**src/hdl/ord_pkg.sv**
```systemverilog
// Shared constants, codes and helper functions of the overwriting ring deque.
package ord_pkg;

  localparam int DEPTH      = 16;
  localparam int ELEM_BYTES = 8;

  localparam int WORD_W = 64;
  localparam int LEN_W  = 4;
  localparam int IDX_W  = 5;
  localparam int OP_W   = 3;
  localparam int EV_W   = 3;
  localparam int PTR_W  = $clog2(DEPTH);
  localparam int CNT_W  = $clog2(DEPTH + 1);
  localparam int LOG_W  = ((CNT_W > IDX_W) ? CNT_W : IDX_W) + 1;
  localparam int SLOT_W = PTR_W + 2;
  localparam int ENTRY_W = WORD_W + LEN_W;

  localparam logic [OP_W-1:0] OP_PUSH_FRONT = 3'd0;
  localparam logic [OP_W-1:0] OP_PUSH_BACK  = 3'd1;
  localparam logic [OP_W-1:0] OP_POP_FRONT  = 3'd2;
  localparam logic [OP_W-1:0] OP_POP_BACK   = 3'd3;
  localparam logic [OP_W-1:0] OP_READ_AT    = 3'd4;
  localparam logic [OP_W-1:0] OP_CLEAR      = 3'd5;

  localparam logic [EV_W-1:0] EV_NONE       = 3'd0;
  localparam logic [EV_W-1:0] EV_PUSH_FRONT = 3'd1;
  localparam logic [EV_W-1:0] EV_PUSH_BACK  = 3'd2;
  localparam logic [EV_W-1:0] EV_POP_FRONT  = 3'd3;
  localparam logic [EV_W-1:0] EV_POP_BACK   = 3'd4;
  localparam logic [EV_W-1:0] EV_CLEAR      = 3'd5;

  function automatic logic [PTR_W-1:0] ptr_inc(logic [PTR_W-1:0] p);
    return (p == PTR_W'(DEPTH - 1)) ? '0 : p + PTR_W'(1);
  endfunction

  function automatic logic [PTR_W-1:0] ptr_dec(logic [PTR_W-1:0] p);
    return (p == '0) ? PTR_W'(DEPTH - 1) : p - PTR_W'(1);
  endfunction

  function automatic logic [WORD_W-1:0] byte_mask(logic [LEN_W-1:0] len);
    logic [WORD_W-1:0] m;
    m = '0;
    for (int b = 0; b < WORD_W / 8; b++) begin
      m[8*b +: 8] = (LEN_W'(b) < len) ? 8'hFF : 8'h00;
    end
    return m;
  endfunction

endpackage

```
**src/hdl/ord_if.sv**
```systemverilog
// Request and response channel interfaces of the overwriting ring deque.
interface ord_req_if;
  import ord_pkg::*;

  logic              valid;
  logic              ready;
  logic [OP_W-1:0]   opcode;
  logic [WORD_W-1:0] data_word;
  logic [LEN_W-1:0]  data_len;
  logic signed [IDX_W-1:0] index;

  modport source (output valid, opcode, data_word, data_len, index, input ready);
  modport sink   (input valid, opcode, data_word, data_len, index, output ready);
endinterface

interface ord_rsp_if;
  import ord_pkg::*;

  logic              valid;
  logic              ready;
  logic [CNT_W-1:0]  count;
  logic              read_valid;
  logic [WORD_W-1:0] read_data;
  logic [LEN_W-1:0]  read_len;
  logic              full_evict;
  logic [EV_W-1:0]   event_code;

  modport source (output valid, count, read_valid, read_data, read_len, full_evict,
                  event_code, input ready);
  modport sink   (input valid, count, read_valid, read_data, read_len, full_evict,
                  event_code, output ready);
endinterface

```
**src/hdl/ord_ram.sv**
```systemverilog
// Generic single-port-write, single-port-read RAM with registered read data.
module ord_ram #(
  parameter int WIDTH = 8,
  parameter int DEPTH = 16
) (
  input  logic                     clk,
  input  logic                     we,
  input  logic [$clog2(DEPTH)-1:0] waddr,
  input  logic [WIDTH-1:0]         wdata,
  input  logic                     re,
  input  logic [$clog2(DEPTH)-1:0] raddr,
  output logic [WIDTH-1:0]         rdata
);

  logic [WIDTH-1:0] mem [DEPTH];

  always_ff @(posedge clk) begin
    if (we) begin
      mem[waddr] <= wdata;
    end
    if (re) begin
      rdata <= mem[raddr];
    end
  end

endmodule

```
**src/hdl/overwriting_ring_deque.sv**
```systemverilog
// Top level of the overwriting ring deque: pointer control, entry RAM and response register.
//
// Usage:
//   req carries one request per valid/ready handshake: opcode, data_word, data_len, index.
//   rsp returns exactly one response per request, in order: count, read_valid,
//   read_data, read_len, full_evict, event_code.
//   Responses are registered: a request accepted at a clock edge has its response
//   valid after that edge. Throughput is one request per cycle while rsp.ready is high;
//   pointers, count and the single entry RAM access (one write for a push, one read
//   for read_at) finish in the accepting cycle; RAM read data lands in its output register.
//   The response register holds its contents while rsp.ready is low; req.ready is
//   high when the response register is empty or being drained in the same cycle,
//   so a stalled receiver holds back at most one response.
//   Reset (rst, synchronous) empties the deque and drops any pending response.
//   Entry RAM contents are not cleared; only live entries are ever read.
//   A push into a full deque first evicts the back entry and reports full_evict.
module overwriting_ring_deque (
  input  logic clk,
  input  logic rst,
  ord_req_if.sink   req,
  ord_rsp_if.source rsp
);
  import ord_pkg::*;

  logic [PTR_W-1:0] head, head_next;
  logic [PTR_W-1:0] tail, tail_next;
  logic [CNT_W-1:0] count, count_next;
  logic             rsp_valid;
  logic             rd_valid;
  logic             evict, evict_next;
  logic [EV_W-1:0]  ev, ev_next;

  logic             accept;
  logic [LEN_W-1:0] len_sat;
  logic             full;
  logic [PTR_W-1:0] tail_adj;
  logic [CNT_W-1:0] count_adj;
  logic             push_do;
  logic [PTR_W-1:0] wslot;
  logic             read_hit;

  logic signed [LOG_W-1:0] idx_ext;
  logic signed [LOG_W-1:0] cnt_ext;
  logic signed [LOG_W-1:0] logical;
  logic [SLOT_W-1:0]       slot_sum;
  logic [PTR_W-1:0]        rslot;

  logic [ENTRY_W-1:0] ram_wdata;
  logic [ENTRY_W-1:0] ram_rdata;

  assign accept    = req.valid && req.ready;
  assign req.ready = !rsp_valid || rsp.ready;

  assign len_sat   = (req.data_len > LEN_W'(ELEM_BYTES)) ? LEN_W'(ELEM_BYTES) : req.data_len;
  assign full      = (count == CNT_W'(DEPTH));
  assign tail_adj  = full ? ptr_inc(tail) : tail;
  assign count_adj = full ? count - CNT_W'(1) : count;

  // read_at position to physical slot
  assign idx_ext  = LOG_W'(req.index);
  assign cnt_ext  = signed'({{(LOG_W - CNT_W){1'b0}}, count});
  assign logical  = req.index[IDX_W-1] ? idx_ext + cnt_ext : idx_ext;
  assign read_hit = (req.opcode == OP_READ_AT) && (count != '0)
                    && !logical[LOG_W-1] && (logical < cnt_ext);
  assign slot_sum = SLOT_W'(head) + SLOT_W'(DEPTH - 1) - SLOT_W'(logical);
  assign rslot    = (slot_sum >= SLOT_W'(DEPTH)) ? PTR_W'(slot_sum - SLOT_W'(DEPTH))
                                                 : PTR_W'(slot_sum);

  always_comb begin
    head_next  = head;
    tail_next  = tail;
    count_next = count;
    evict_next = 1'b0;
    ev_next    = EV_NONE;
    push_do    = 1'b0;
    wslot      = head;
    case (req.opcode)
      OP_PUSH_FRONT: begin
        if (len_sat != '0) begin
          push_do    = 1'b1;
          evict_next = full;
          tail_next  = tail_adj;
          wslot      = head;
          head_next  = ptr_inc(head);
          count_next = count_adj + CNT_W'(1);
          ev_next    = EV_PUSH_FRONT;
        end
      end
      OP_PUSH_BACK: begin
        if (len_sat != '0) begin
          push_do    = 1'b1;
          evict_next = full;
          tail_next  = ptr_dec(tail_adj);
          wslot      = ptr_dec(tail_adj);
          count_next = count_adj + CNT_W'(1);
          ev_next    = EV_PUSH_BACK;
        end
      end
      OP_POP_FRONT: begin
        if (count != '0) begin
          head_next  = ptr_dec(head);
          count_next = count - CNT_W'(1);
          ev_next    = EV_POP_FRONT;
        end
      end
      OP_POP_BACK: begin
        if (count != '0) begin
          tail_next  = ptr_inc(tail);
          count_next = count - CNT_W'(1);
          ev_next    = EV_POP_BACK;
        end
      end
      OP_CLEAR: begin
        head_next  = '0;
        tail_next  = '0;
        count_next = '0;
        ev_next    = (count != '0) ? EV_CLEAR : EV_NONE;
      end
      default: begin
      end
    endcase
  end

  assign ram_wdata = {len_sat, req.data_word & byte_mask(len_sat)};

  ord_ram #(
    .WIDTH (ENTRY_W),
    .DEPTH (DEPTH)
  ) u_entries (
    .clk   (clk),
    .we    (accept && push_do),
    .waddr (wslot),
    .wdata (ram_wdata),
    .re    (accept && read_hit),
    .raddr (rslot),
    .rdata (ram_rdata)
  );

  always_ff @(posedge clk) begin
    if (rst) begin
      head      <= '0;
      tail      <= '0;
      count     <= '0;
      rsp_valid <= 1'b0;
    end else begin
      if (accept) begin
        head      <= head_next;
        tail      <= tail_next;
        count     <= count_next;
        rsp_valid <= 1'b1;
      end else if (rsp.ready) begin
        rsp_valid <= 1'b0;
      end
    end
  end

  always_ff @(posedge clk) begin
    if (accept) begin
      rd_valid <= read_hit;
      evict    <= evict_next;
      ev       <= ev_next;
    end
  end

  assign rsp.valid      = rsp_valid;
  assign rsp.count      = count;
  assign rsp.read_valid = rd_valid;
  assign rsp.read_data  = rd_valid ? ram_rdata[WORD_W-1:0] : '0;
  assign rsp.read_len   = rd_valid ? ram_rdata[ENTRY_W-1:WORD_W] : '0;
  assign rsp.full_evict = evict;
  assign rsp.event_code = ev;

endmodule
```
**src/flat_wrapper.sv**
```systemverilog
// flat-port wrapper written by rule: the top's interface ports become plain ports
module overwriting_ring_deque_flat import ord_pkg::*;
  (clk, rst, req_valid, req_opcode, req_data_word, req_data_len, req_index, req_ready, rsp_valid, rsp_count, rsp_read_valid, rsp_read_data, rsp_read_len, rsp_full_evict, rsp_event_code, rsp_ready);
  ord_req_if req_i ();
  ord_rsp_if rsp_i ();
  input  logic clk;
  input  logic rst;
  input wire logic [$bits(req_i.valid)-1:0] req_valid;
  input wire logic [$bits(req_i.opcode)-1:0] req_opcode;
  input wire logic [$bits(req_i.data_word)-1:0] req_data_word;
  input wire logic [$bits(req_i.data_len)-1:0] req_data_len;
  input wire logic [$bits(req_i.index)-1:0] req_index;
  output wire logic [$bits(req_i.ready)-1:0] req_ready;
  output wire logic [$bits(rsp_i.valid)-1:0] rsp_valid;
  output wire logic [$bits(rsp_i.count)-1:0] rsp_count;
  output wire logic [$bits(rsp_i.read_valid)-1:0] rsp_read_valid;
  output wire logic [$bits(rsp_i.read_data)-1:0] rsp_read_data;
  output wire logic [$bits(rsp_i.read_len)-1:0] rsp_read_len;
  output wire logic [$bits(rsp_i.full_evict)-1:0] rsp_full_evict;
  output wire logic [$bits(rsp_i.event_code)-1:0] rsp_event_code;
  input wire logic [$bits(rsp_i.ready)-1:0] rsp_ready;
  assign req_i.valid = req_valid;
  assign req_i.opcode = req_opcode;
  assign req_i.data_word = req_data_word;
  assign req_i.data_len = req_data_len;
  assign req_i.index = req_index;
  assign req_ready = req_i.ready;
  assign rsp_valid = rsp_i.valid;
  assign rsp_count = rsp_i.count;
  assign rsp_read_valid = rsp_i.read_valid;
  assign rsp_read_data = rsp_i.read_data;
  assign rsp_read_len = rsp_i.read_len;
  assign rsp_full_evict = rsp_i.full_evict;
  assign rsp_event_code = rsp_i.event_code;
  assign rsp_i.ready = rsp_ready;
  overwriting_ring_deque u_core (.clk(clk), .rst(rst), .req(req_i), .rsp(rsp_i));
endmodule
```
**config.mk**
```make
export PLATFORM = sky130hd
export DESIGN_NAME = overwriting_ring_deque_flat
export DESIGN_NICKNAME = d
export VERILOG_FILES = /design/src/hdl/ord_pkg.sv /design/src/hdl/ord_if.sv /design/src/hdl/ord_ram.sv /design/src/hdl/overwriting_ring_deque.sv /design/src/flat_wrapper.sv
export SDC_FILE = /design/constraint.sdc
export NUM_CORES = 1
export LEC_CHECK = 0
export BUFFER_PORTS_ARGS = -buffer_cell sky130_fd_sc_hd__clkbuf_2
export CELL_PAD_IN_SITES_DETAIL_PLACEMENT = 0
export CELL_PAD_IN_SITES_GLOBAL_PLACEMENT = 2
export CORE_UTILIZATION = 30
export DETAILED_ROUTE_END_ITERATION = 8
export GPL_ROUTABILITY_DRIVEN = 0
export PLACE_DENSITY = 0.62
export SYNTH_ARGS = -nofsm -noshare
export SYNTH_HDL_FRONTEND = slang
export SYNTH_HIERARCHICAL = 1
export SYNTH_SLANG_ARGS = --single-unit
```
**constraint.sdc**
```tcl
create_clock -name clk -period 10.3 [get_ports clk]
set_input_delay 2.06 -clock clk [delete_from_list [all_inputs] [get_ports clk]]
set_output_delay 2.06 -clock clk [all_outputs]
set_load 0.01 [all_outputs]
```
## Yosys cells after proc, flatten, opt, wreduce, memory -nomap -nowiden

Memory sizes are Yosys's and may differ from the RTL's. A register that Yosys moved wholly into a read port is not among the register bits.
Cells that the tools add are included.

| word-level totals | value |
|---|---|
| logic and storage cells | 111 |
| bits in writable memories | 1,088 |
| output and inout port bits | 80 |
| memories | 1 |
| register bits | 19 |

| cells by class | value |
|---|---|
| bitwise gates (word level) | 1 |
| multiplexer cells | 43 |
| $lt $le $gt $ge | 11 |
| $add $sub $neg | 10 |
| reduce and logical (&&, ||, !) cells | 24 |
| eq/ne operators | 14 |

Memories:

| name | words | bits a word | rd ports | clocked after Yosys merged registers in | write ports | line | text |
|---|---|---|---|---|---|---|---|
| u_core.u_entries.mem | 16 | 68 | 1 | 1 | 1 | ord_ram.sv:15 | `logic [WIDTH-1:0] mem [DEPTH];` |

Operators with widths:

| kind | count |
|---|---|
| $and 64x64->64 | 1 |
| $mux 64 | 1 |
| $mux 8 | 8 |
| $mux 4 | 15 |
| $lt 3x4->1 const A | 4 |
| $pmux 4 s4 | 1 |
| $mux 5 | 3 |
| $pmux 3 s5 | 1 |
| $pmux 5 s3 | 1 |
| $ne 2x1->1 const B | 6 |
| $pmux 4 s3 | 1 |
| $sub 4x1->4 const B | 3 |
| $add 4x1->4 const B | 2 |
| $eq 4x4->1 const B | 2 |
| $logic_not 4->1 | 2 |
| $lt 1x4->1 const A | 2 |
| $lt 2x4->1 const A | 2 |
| $reduce_and 4->1 | 2 |
| $reduce_bool 4->1 | 2 |
| $mux 1 | 7 |
| $add 5x6->6 | 1 |
| $eq 3x2->1 const B | 2 |
| $eq 3x3->1 const B | 2 |
| $ge 6x5->1 const B | 1 |
| 21 further kinds | 31 |

## Logic depth before layout (Yosys ltp)

Gate-level depths: netlist (run 1).

| logic depth | value |
|---|---|
| word-level depth | 8 |
| depth in mapped cells | 15 |

## Cells and area by module

The synthesis (run 1) kept the hierarchy.

By module, submodules not included:

| module | times used | area each (um2) | cells an instance |
|---|---|---|---|
| ord_ram | 1 | 42,660.9 | 1,750 |
| overwriting_ring_deque | 1 | 3,163.0 | 433 |

## Worst setup path after synthesis (run 1)

No wires, ideal clock.

| path | value |
|---|---|
| path kind | input to register |
| start point | in req_index[1] |
| end point | reg u_core.u_entries.rdata[0] (read register of u_core.u_entries.mem) (enable) |
| library setup time | 0.578 ns |
| arrival | 8.419 ns |
| required time | 9.722 ns |
| path slack | 1.303 ns |
| buffers on the path | 0 |
| cell stages on the path | 11 |
| cells stage by stage | ha_1 a21o_1 a21oi_1 xnor2_1 mux2_2 ha_1 o211ai_1 a31o_2 a221o_1 o311ai_0 nor3_1 |

| between the ends | value |
|---|---|
| longest elaborated chain between the ends | 6 |
| elaborated cells between the ends (all ways) | 11 |
| those cells by class | 3 x add/sub; 2 x order compare; 2 x mux; 4 x reduce/logical |

RTL lines:

| element | line | text |
|---|---|---|
| start: declaration | flat_wrapper.sv:12 | `input wire logic [$bits(req_i.index)-1:0] req_index;` |
| $add 5x6->6 | overwriting_ring_deque.sv:62 | `assign logical = req.index[IDX_W-1] ? idx_ext + cnt_ext : idx_ext;` |
| $mux 6 * | overwriting_ring_deque.sv:62 |  |
| branches (longest 4 deep; another with $sub 5x6->6) | -- |  |
| end: declaration | ord_ram.sv:12 | `output logic [WIDTH-1:0] rdata` |

Every way passes the cells marked *.
A chain may end at the register's enable or synchronous reset.

## Worst setup path after layout (run 1)

| path | value |
|---|---|
| start point | in req_data_len[3] |
| end point | mem u_core/u_entries/mem[7][14] in the netlist's numbering (enable) |

| between the ends | value |
|---|---|
| elaborated cells between the ends (all ways) | 10 |
| those cells by class | 1 x order compare; 7 x mux; 2 x reduce/logical |

RTL lines:

| element | line | text |
|---|---|---|
| start: declaration | flat_wrapper.sv:11 | `input wire logic [$bits(req_i.data_len)-1:0] req_data_len;` |
| $gt 4x4->1 | overwriting_ring_deque.sv:54 | `assign len_sat = (req.data_len > LEN_W'(ELEM_BYTES)) ? LEN_W'(ELEM_BYTES) : req.data_len;` |
| $mux 4 * | overwriting_ring_deque.sv:54 |  |
| $reduce_bool 4->1 * | overwriting_ring_deque.sv:90 | `if (len_sat != '0) begin` |
| $mux 4 * | overwriting_ring_deque.sv:90 |  |
| $mux 4 * | -- |  |
| named net u_core.wslot[1] | overwriting_ring_deque.sv:39 | `logic [PTR_W-1:0] wslot;` |
| end: declaration | ord_ram.sv:15 |  |

Mark *: on every way through the listed nets, which the timed path passes. The rest lies on a longest branch.

==> key figures, run 1 <==
Setup path
  • CP most frequent cell: buf_4
  • FF-to-FF Start: u_core/rsp.count[1]
  • CP required: about 11000 ps
  • Worst-path fanout max: 48
  • Delay-heaviest family, CP: simple AND/OR/NAND/NOR gates
  • Reg2reg setup slack: 4230 ps
  • Critical path startpoint category: input pin
  • CP Capture Type: register
  • R2R depth: 14
  • Worst reg2reg path endpoint: u_core/u_entries/mem[1][10]
  • Slowest stage delay, CP: 850 ps
  • Crit path DAT: around 6600 ps
  • Cell Chain, Critical Path: clkbuf_2 > nor4_2 > buf_4 > or3_1 > o21ai_0 > nand2_1 > nor2_4 > buf_4
  • Crit path buffers/inverters: 3
  • Cell at the slowest stage of the critical path: buf_4
  • Crit path kind: input pin to register

GRT
  • Global route overflow: 0
  • Total track usage: 14.3%
  • Initial antenna violation count: 4
  • First-pass GRT wire length: roughly 160000 µm
  • Largest net degree at the start of global routing: 124
  • Vias in the first global route: 23500

STA
  • Minimum clock period: between 6000 and 7000 ps
  • # setup viols final: 0
  • Worst-Margin Slew: around 1300 ps
  • Crit share post-route: a little over 60%
  • Fmax: 0.158 GHz
  • Slew Limit Fails: 0
  • Clock Skew: 66.4 ps
  • Slew Limit Headroom: between 10% and 20%
  • TNS Setup: 0 ps
  • RSZ-0062 raised after global routing: no
  • Post-route setup slack: 3980 ps
  • Hold Fails Final Rpt: 0

Routing
  • Vias: 21900
  • DRC errors left: 0
  • Initial DRC Count: around 1600
  • Number of routed nets with antenna violations: 0
  • Vias per cell: a little under 5
  • Drt pass-1 iters: 5
  • Detailed Route WL: 111000 µm
  • DR WL/cell: 24.5 µm

Pwr
  • Net Sw Frac: 23.6%
  • Clock power share: 38.7%
  • Cell-internal power: between 8 and 9 mW
  • Combinational share of power: a little under an eighth
  • Leakage: 16.8 nW
  • Peak VDD IR: about 0.14 mV
  • PwrDens: between 200 and 250 nW/µm²
  • Psw: 2.56 mW
  • Reg power frac: 49.4%

Yosys
  • Syn Area/Cell: 21.0 µm²
  • Post-Synth XOR/XNOR Area: 0.172%
  • Number of distinct library cells after synthesis: just under 70
  • Adder-cell share of the synthesized area: 0.579%
  • Syn Std Cell Area: 45800 µm²
  • Mapped Cells: 2183
  • Post-synthesis simple-gate area fraction: 3.72%
  • Syn nets: 2283
  • Sequential area share after synthesis: 76.7%
  • Synth area leaders: edfxtp_1, mux4_2, a22oi_1
  • Largest family of logic cells by synthesized area: multiplexers
  • Largest area contributor in the netlist: edfxtp_1
  • Synth top area share: 76.1%
  • Ys async rst share: 0%
  • Mux share of post-synthesis cell area: 13.6%
  • Compound-Gate Fraction of Synth Area: under 10%
  • Synth warnings: 6
  • Post-synth EDFFs: 1161
  • Synth Register Bits: 1175
  • Ys flop type: edfxtp_1

Worst hold path
  • Hold WC Path Type: register to register
  • Min-delay src: u_core/rsp.valid
  • Hold Path Cell Cnt: 2
  • Worst Hold End: u_core/rsp.valid

Floorplanning
  • Starting density of the core: 30.2%
  • Die W: 393 µm
  • Die area: 154000 µm²
  • Die height: 393 µm
  • Core footprint: ~150000 µm²
  • I/O pin count: 160
  • Rows: 143

Place
  • Pre-CTS setup slack: 3180 ps
  • DP Wirelength: 59800 µm
  • Placed Area: 49100 µm²
  • Buffers added on ports: 159

CTS
  • Root buf cell: clkbuf_16
  • Number of CTS-inserted buffers: 120
  • CTS clk-pin slew, worst paths: roughly 60 ps
  • Post-CTS Setup Bufs: 0
  • Post-CTS sizing: 0
  • Hold_buf cts: 0
  • Clk_lat worst skew: 730 ps
  • Clk sinks: 1175
  • Longest Clk Path Bufs: 3
  • H-tree depth: 3
  • TritonCTS clock tree: built

Flow run
  • Max_cap viols: 0

Cells and area
  • Register Area: 35100 µm²
  • Filler cells: 14200
  • Fin nets: 2481
  • Footprint of the multi-input gates: 10200 µm²
  • Layout cells sized above 1: a little over a quarter
  • Finished Cell Area: roughly 53000 µm²
  • Area delta synth->final: 15.7%

Outcome
  • Status: complete, no violations
[per-stage QoR]
stage,std cells,total power [mW],util (%),hold slack (ps)
4_1_cts,4514,11.0,34.9,528
5_1_grt,4515,11.2,34.9,565
3_3_place_gp,4288,6.75,32.4,506
3_5_place_dp,4288,6.77,32.4,520
6_report,4517,10.8,34.9,526
2_1_floorplan,2183,6.38,-,567
[worst register-to-register path: cells and delay by family (launching register included)]
| kind | cells | cell delay [ps] |
|---|---|---|
| adders and majority gates | 2 | 600 |
| DFF | 1 | 390 |
| and+or+nand+nor | 5 | 2220 |
| AOI/OAI and AO/OA | 1 | 170 |
| muxes | 3 | 860 |
| buffers and inverters | 3 | 1330 |
[how the worst max path moves through the flow]
stage / from / endpoint / depth (start not counted)
floorplan: req_index[1] / u_core/u_entries/rdata[0] / 11
global placement: req_data_len[3] / u_core/u_entries/mem[3][56] / 8
detailed placement: req_data_len[3] / u_core/u_entries/mem[3][2] / 8
CTS: req_data_len[3] / u_core/u_entries/mem[3][52] / 8
global route: req_data_len[3] / u_core/u_entries/mem[3][52] / 8
finish: req_data_len[3] / u_core/u_entries/mem[7][14] / 8
[per-layer routing]
layer  global-route usage (%)  routed length [µm]
met1                     18.6               47100
met2                     24.7               56100
met3                     2.05                4820
met4                     4.27                2450
met5                        0                   8
[cell usage in the layout, fill, tap and decap left out, types with 8 or more instances in the layout]
cell       netlist  final
nor2_4           0     13
nand2_1         83     83
and2_1          78     77
a22oi_1        136    136
nor3_1          15      9
clkinv_1         0     34
buf_4            9     38
a31oi_1         11     10
mux4_2         272    272
dfxtp_1         14     14
clkinv_2         0     22
o21ai_0         14     14
inv_1           20     19
clkbuf_2         2    159
clkbuf_16        0    123
a21oi_1         22     22
bufinv_16        0      8
nor2b_1         66     63
edfxtp_1      1161   1161
xnor2_1          8      8
ha_1            18     17
clkbuf_1        70     24
nor2_1          30     17
[cell usage after synthesis, types with 3 or more instances]
library cell / instances
nand3_1: 6
or3_1: 4
inv_1: 20
a211oi_1: 5
a31oi_1: 11
clkbuf_1: 70
buf_4: 9
xnor2_1: 8
dfxtp_1: 14
mux4_2: 272
nor4_1: 3
o21a_1: 3
nor3b_1: 5
nand2_1: 83
o31ai_1: 5
and2_1: 78
a21oi_1: 22
mux2_2: 3
a22oi_1: 136
a21o_1: 5
buf_2: 34
nor3_1: 15
a311oi_1: 5
nor2b_1: 66
mux2i_1: 5
edfxtp_1: 1161
o21bai_1: 3
nand3b_1: 3
o311ai_0: 3
o21ai_0: 14
nor2_1: 30
nand2b_1: 7
ha_1: 18
buf_1: 8
[power groups by stage]
stage | Clock, mW | Combinational (mW) | Sequential [mW]
final | 4.19 | 1.29 | 5.35
after global routing | 4.46 | 1.40 | 5.35
after CTS | 4.29 | 1.33 | 5.35
after detailed placement | 0 | 1.33 | 5.45
after global placement | 0 | 1.31 | 5.45
after floorplan | 0 | 0.939 | 5.44
[flip-flops by register name (all words and copies together) (netlist names), 3 cells and up]
| signal | count |
|---|---|
| u_core/u_entries/rdata | 68 |
| u_core/tail | 4 |
| u_core/u_entries/mem | 1088 |
| u_core/rsp.count | 5 |
| u_core/rsp.event_code | 3 |
| u_core/head | 4 |
[cells by family (layout without fill, tap and decap cells)]
group           after synthesis  count (layout)
xor+xnor                      9               9
buf+inv                     145             447
mux                         282             282
simple gates                313             313
other cells                   0               2
flops                      1175            1175
compound gates              239             239
fa+ha+maj                    20              20
[layout make-up]
cell class,count,share of cell area [%]
Sequential cell,1175,66.3
Multi-Input combinational cell,863,19.3
Tap cell,2030,4.79
Clock inverter,79,1.27
Antenna cell,2,0.00944
Timing Repair Buffer,201,2.19
Clock buffer,147,5.98
Inverter,20,0.156
No activity file was read; power rests on OpenSTA's default activity.
==> run 2: changes to the inputs <==
--- a/config.mk
+++ b/config.mk
@@ -11,7 +11,7 @@
 export CORE_UTILIZATION = 30
 export DETAILED_ROUTE_END_ITERATION = 8
 export GPL_ROUTABILITY_DRIVEN = 0
-export PLACE_DENSITY = 0.62
+export PLACE_DENSITY = 0.64
 export SYNTH_ARGS = -nofsm -noshare
 export SYNTH_HDL_FRONTEND = slang
 export SYNTH_HIERARCHICAL = 1
==> constraint.sdc (replaced) <==
create_clock -name clk -period 5.3 [get_ports clk]
set_input_delay 1.06 -clock clk [delete_from_list [all_inputs] [get_ports clk]]
set_output_delay 1.06 -clock clk [all_outputs]
set_load 0.01 [all_outputs]
==> run 2 against run 1 <==
  * Clock skew grew 15 ps
  * Power grew 92%
  * Sequential cell count stayed put
  * Critical path type is now register to register
==> key figures, run 2 (same netlist as run 1, synthesis figures left out) <==
Outcome
  • Status: complete, no violations (unchanged)

Setup path
  • R2R depth: 14 (unchanged)
  • Crit path kind: register to register (was input pin to register)
  • CP Capture Type: register (unchanged)
  • FF-to-FF Start: u_core/rsp.count[1] (unchanged)
  • Reg2reg setup slack: 610 ps (was 4230 ps)
  • Critical path startpoint category: register (was input pin)
  • Crit path DAT: 5060 ps (was 6610 ps)
  • CP required: 5670 ps (was 10590 ps)
  • Worst-path fanout max: 37 (was 48)
  • Worst reg2reg path endpoint: u_core/u_entries/mem[0][63] (was u_core/u_entries/mem[1][10])

STA
  • Minimum clock period: 4690 ps
  • TNS Setup: 0 ps (unchanged)
  • Fmax: 0.213 GHz
  • Clock Skew: 81.3 ps (was 66.4 ps)
  • Hold WS: 547 ps (was 526 ps)
  • Post-route setup slack: 610 ps (was 3980 ps)
  • Worst-Margin Slew: 1250 ps (was 1310 ps)
  • Hold Fails Final Rpt: 0 (unchanged)
  • RSZ-0062 raised after global routing: no (unchanged)
  • Slew Limit Fails: 0 (unchanged)
  • Crit share post-route: between 80 and 90%
  • Slew Limit Headroom: 16.5% (was 12.5%)
  • # setup viols final: 0 (unchanged)

Floorplanning
  • Rows: 143 (unchanged)
  • Starting density of the core: 30.2% (unchanged)
  • Die W: 393 µm (unchanged)
  • Die area: 154000 µm² (unchanged)
  • Core footprint: 152000 µm² (unchanged)
  • I/O pin count: 160 (unchanged)
  • Die height: 393 µm (unchanged)

Flow run
  • Max_cap viols: 0 (unchanged)

Routing
  • DRC errors left: 0 (unchanged)
  • Vias: 22400 (was 21900)
  • Vias per cell: 4.94 (was 4.86)
  • Drt pass-1 iters: 5 (unchanged)
  • Initial DRC Count: 1960 (was 1574)
  • Number of routed nets with antenna violations: 0 (unchanged)
  • Detailed Route WL: 117000 µm (was 111000 µm)
  • DR WL/cell: 25.9 µm (was 24.5 µm)

CTS
  • Post-CTS Setup Bufs: 0 (unchanged)
  • Number of CTS-inserted buffers: 120 (unchanged)
  • Clk sinks: 1175 (unchanged)
  • Longest Clk Path Bufs: 3 (unchanged)
  • H-tree depth: 3 (unchanged)
  • Post-CTS sizing: 0 (unchanged)
  • CTS clk-pin slew, worst paths: 60 ps (about the same)
  • TritonCTS clock tree: built (unchanged)
  • Hold_buf cts: 0 (unchanged)
  • Clk_lat worst skew: 770 ps (was 730 ps)
  • Root buf cell: clkbuf_16 (unchanged)

GRT
  • Global route overflow: 0 (unchanged)
  • Vias in the first global route: 23900 (was 23500)
  • Initial antenna violation count: 9 (was 4)
  • First-pass GRT wire length: 169000 µm (was 160000 µm)
  • Total track usage: 15.3% (was 14.3%)
  • Largest net degree at the start of global routing: 69 (was 124)

Worst hold path
  • Min-delay src: u_core/rsp.valid (unchanged)
  • Worst Hold End: u_core/rsp.valid (unchanged)
  • Hold WC Path Type: register to register (unchanged)
  • Hold Path Cell Cnt: 2 (unchanged)

Place
  • Buffers added on ports: 159 (unchanged)
  • DP Wirelength: 62600 µm (was 59800 µm)
  • Placed Cells: 4317 (was 4288)
  • Placed Area: 49900 µm² (was 49100 µm²)
  • Pre-CTS setup slack: 556 ps (was 3180 ps)

Cells and area
  • Most frequent cells in the layout: edfxtp_1, mux4_2, clkbuf_2 (unchanged)
  • Max reg flops: 1088 (unchanged)
  • Final Non-Filler Cells: 4526 (was 4517)
  • Area delta synth->final: 16.7% (was 15.7%)
  • Layout cells sized above 1: 27.7% (was 27.5%)
  • Top Registers: u_core/u_entries/mem x1088, u_core/u_entries/rdata x68, u_core/rsp.count x5 (unchanged)
  • Leading cell type in the layout, fill and taps excluded: edfxtp_1 (unchanged)
  • Final core utilization: 35.2% (was 34.9%)
  • Finished Cell Area: 53500 µm² (was 53000 µm²)
  • Register with the most flip-flops: u_core/u_entries/mem (unchanged)
  • Fin nets: 2509 (was 2481)

Pwr
  • PwrDens: 388 nW/µm² (was 204 nW/µm²)
  • Peak VDD IR: 0.278 mV (was 0.139 mV)
  • Total power: 20.8 mW (was 10.8 mW)
  • Leakage: 16.9 nW (was 16.8 nW)
[run 2: cell types whose count changed in the layout (fill, tap and decap cells not counted), sizes merged]
cell | before | now
buf | 42 | 70
bufinv | 8 | 3
clkbuf | 306 | 312
clkinv | 63 | 45
clkinvlp | 6 | 3
diode | 2 | 3
[run 2: where the power goes]
group | total, mW | internal (mW) | switching, mW | leakage (nW)
clock | 7.81 | 4.31 | 3.50 | 1.74
sequential | 10.4 | 10.4 | 0.0256 | 10.7
combinational | 2.56 | 1.12 | 1.45 | 4.54
[run 2: worst max-delay path: stages (launching register included)]
cell      delay (ps)
dfxtp_2          360
inv_1            160
ha_1             270
nor4bb_2         300
buf_4            250
mux2i_1          160
ha_1             340
and2_1           210
o211ai_1         160
nand4_1          100
mux2_1           320
mux2_1           380
or3b_2           610
nor3_4           320
buf_12           320
[run 2: cell type report]
class,instances,area [µm²]
clock buffers,153,3130
flip-flops and latches,1175,35100
inverters,20,82.6
multi-input cells,863,10200
repair buffers,229,1830
clock inverters,53,489
well taps,2030,2540
diodes,3,7.51
fillers,14100,98300
[run 2: worst max path at each step]
| stage | slack [ps] | cells past startpoint | start | end |
|---|---|---|---|---|
| 6_report | 610 | 14 | u_core/rsp.count[1] | u_core/u_entries/mem[0][63] |
| 5_1_grt | 360 | 14 | u_core/rsp.count[1] | u_core/u_entries/mem[0][63] |
| 4_1_cts | 620 | 14 | u_core/rsp.count[1] | u_core/u_entries/mem[0][63] |
| 3_5_place_dp | 560 | 14 | req_index[0] | u_core/u_entries/rdata[40] |
| 3_3_place_gp | 580 | 14 | req_index[0] | u_core/u_entries/rdata[31] |
| 2_1_floorplan | -970 | 15 | u_core/rsp.count[1] | u_core/u_entries/mem[6][0] |
[run 2: metal layers]
layer | up-vias | global-route usage, % | wire, µm
li1 | 9522 | - | -
met4 | 0 | 4.20 | 2420
met3 | 140 | 2.34 | 5420
met5 | - | 0 | 0
met1 | 12100 | 20.3 | 50300
met2 | 585 | 25.9 | 59000
==> run 3: changes to the inputs <==
--- a/config.mk
+++ b/config.mk
@@ -6,7 +6,7 @@
 export NUM_CORES = 1
 export LEC_CHECK = 0
 export BUFFER_PORTS_ARGS = -buffer_cell sky130_fd_sc_hd__clkbuf_2
-export CELL_PAD_IN_SITES_DETAIL_PLACEMENT = 0
+export CELL_PAD_IN_SITES_DETAIL_PLACEMENT = 1
 export CELL_PAD_IN_SITES_GLOBAL_PLACEMENT = 2
 export CORE_UTILIZATION = 30
 export DETAILED_ROUTE_END_ITERATION = 8
==> run 3 against run 2 <==
  * Worst hold slack better by 16 ps
  * Via count grew 0.56%
  * Clock power grew 8.1%
  * Critical endpoint unchanged
  * Largest cell class unchanged
  * Highest routed layer unchanged
==> key figures, run 3 (same netlist as run 1, synthesis figures left out) <==
Outcome
  • Status: complete, no violations (unchanged)

Cells and area
  • Layout cells sized above 1: 28.7% (was 27.7%)
  • Top Registers: u_core/u_entries/mem x1088, u_core/u_entries/rdata x68, u_core/rsp.count x5 (unchanged)
  • Footprint of the multi-input gates: 10200 µm² (unchanged)
  • Filler cells: 15000 (was 14100)
  • Register with the most flip-flops: u_core/u_entries/mem (unchanged)
  • Area delta synth->final: 17.5% (was 16.7%)
  • Most frequent cells in the layout: edfxtp_1, mux4_2, clkbuf_2 (unchanged)
  • Max reg flops: 1088 (unchanged)
  • Register Area: 35100 µm² (unchanged)
  • Leading cell type in the layout, fill and taps excluded: edfxtp_1 (unchanged)
  • Fin nets: 2510 (was 2509)

Floorplanning
  • Die height: 393 µm (unchanged)
  • I/O pin count: 160 (unchanged)
  • Rows: 143 (unchanged)
  • Core footprint: 152000 µm² (unchanged)
  • Die area: 154000 µm² (unchanged)
  • Starting density of the core: 30.2% (unchanged)
  • Die W: 393 µm (unchanged)

GRT
  • Vias in the first global route: 24600 (was 23900)
  • Global route overflow: 0 (unchanged)
  • Total track usage: 15.7% (was 15.3%)
  • First-pass GRT wire length: 175000 µm (was 169000 µm)
  • Largest net degree at the start of global routing: 69 (unchanged)
  • Initial antenna violation count: 4 (was 9)

CTS
  • Clk_lat worst skew: 750 ps (was 770 ps)
  • Hold_buf cts: 0 (unchanged)
  • H-tree depth: 3 (unchanged)
  • TritonCTS clock tree: built (unchanged)
  • Post-CTS Setup Bufs: 0 (unchanged)
  • Post-CTS sizing: 0 (unchanged)
  • Longest Clk Path Bufs: 3 (unchanged)
  • CTS clk-pin slew, worst paths: 60 ps (about the same)
  • Root buf cell: clkbuf_16 (unchanged)
  • Clk sinks: 1175 (unchanged)
  • Number of CTS-inserted buffers: 121 (was 120)

STA
  • Worst-Margin Slew: 1230 ps (was 1250 ps)
  • RSZ-0062 raised after global routing: no (unchanged)
  • Minimum clock period: 4670 ps (was 4690 ps)
  • Fmax: 0.214 GHz (was 0.213 GHz)
  • Slew Limit Fails: 0 (unchanged)
  • Slew Limit Headroom: 18.1% (was 16.5%)
  • # setup viols final: 0 (unchanged)
  • Crit share post-route: 88.2% (was 88.5%)
  • Hold Fails Final Rpt: 0 (unchanged)
  • Clock Skew: 44.7 ps (was 81.3 ps)
  • Post-route setup slack: 626 ps (was 610 ps)
  • TNS Setup: 0 ps (unchanged)

Pwr
  • Peak VDD IR: 0.269 mV (was 0.278 mV)
  • Cell-internal power: 16.3 mW (was 15.8 mW)
  • Clock power share: 39.4% (was 37.6%)
  • Net Sw Frac: 24.0% (about the same)
  • PwrDens: 398 nW/µm² (was 388 nW/µm²)
  • Combinational share of power: 12.1% (was 12.3%)
  • Psw: 5.13 mW (was 4.98 mW)
  • Leakage: 17.1 nW (was 16.9 nW)
  • Reg power frac: 48.5% (was 50.0%)

Worst hold path
  • Hold WC Path Type: register to register (unchanged)

Place
  • Pre-CTS setup slack: 551 ps (was 556 ps)
  • DP Wirelength: 65200 µm (was 62600 µm)
  • Buffers added on ports: 159 (unchanged)

Routing
  • Detailed Route WL: 121000 µm (was 117000 µm)
  • Drt pass-1 iters: 5 (unchanged)
  • Number of routed nets with antenna violations: 0 (unchanged)
  • DR WL/cell: 26.6 µm (was 25.9 µm)
  • Vias per cell: 4.95 (was 4.94)
  • Initial DRC Count: 1966 (was 1960)
  • DRC errors left: 0 (unchanged)
  • Vias: 22500 (was 22400)

Setup path
  • Crit path kind: register to register (unchanged)
  • CP required: 5690 ps (was 5670 ps)
  • Crit path DAT: 5070 ps (was 5060 ps)
  • CP Capture Type: register (unchanged)
  • Critical path startpoint category: register (unchanged)
  • Worst-path fanout max: 37 (unchanged)

Flow run
  • Max_cap viols: 0 (unchanged)
-- run 3: cell type report --
type                            instances  area share, %
Antenna cell                            1        0.00465
Clock buffer                          139           5.77
Clock inverter                         87           1.60
Inverter                               20          0.153
Multi-Input combinational cell        863           19.0
Sequential cell                      1175           65.3
Tap cell                             2030           4.72
Timing Repair Buffer                  229           3.41
-- run 3: final timing paths --
path         slack (ps)                          end  depth (start not counted)                start
max reg2reg         630  u_core/u_entries/mem[0][63]                         14  u_core/rsp.count[1]
min                 560             u_core/rsp.valid                          2     u_core/rsp.valid
max                 630  u_core/u_entries/mem[0][63]                         14  u_core/rsp.count[1]
min reg2reg         560             u_core/rsp.valid                          2     u_core/rsp.valid
-- run 3: power by group through the flow --
stage	Sequential [mW]	Clock [mW]	Combinational (mW)
3_5_place_dp	10.6	0	2.64
6_report	10.4	8.44	2.59
5_1_grt	10.4	8.96	2.81
2_1_floorplan	10.6	0	1.83
3_3_place_gp	10.6	0	2.59
4_1_cts	10.4	8.65	2.65
-- run 3: stage by stage --
stage | util (%) | area [µm²] | hold slack, ps | power [mW] | cells
2_1_floorplan | - | 45900 | 558 | 12.4 | 2183
3_3_place_gp | 32.9 | 49900 | 524 | 13.2 | 4317
3_5_place_dp | 32.9 | 49900 | 540 | 13.2 | 4317
4_1_cts | 35.5 | 53800 | 484 | 21.7 | 4543
5_1_grt | 35.5 | 53800 | 555 | 22.2 | 4543
6_report | 35.5 | 53800 | 563 | 21.4 | 4544
-- run 3: metal layers --
layer / track usage [%] / vias up / routed length (µm)
li1: - / 9535 / -
met1: 21.1 / 12300 / 52200
met2: 26.8 / 571 / 61100
met3: 2.29 / 134 / 5700
met4: 3.81 / 0 / 2010
met5: 0 / - / 0
-- run 3: critical path: stages, from the launching register on --
cell and delay, ps:
dfxtp_2 360, inv_1 140, ha_1 270, nor4bb_2 300, buf_4 250, mux2i_1 170
ha_1 350, and2_1 210, o211ai_1 170, nand4_1 110, mux2_1 330, mux2_1 380
or3b_2 600, nor3_4 320, buf_12 330
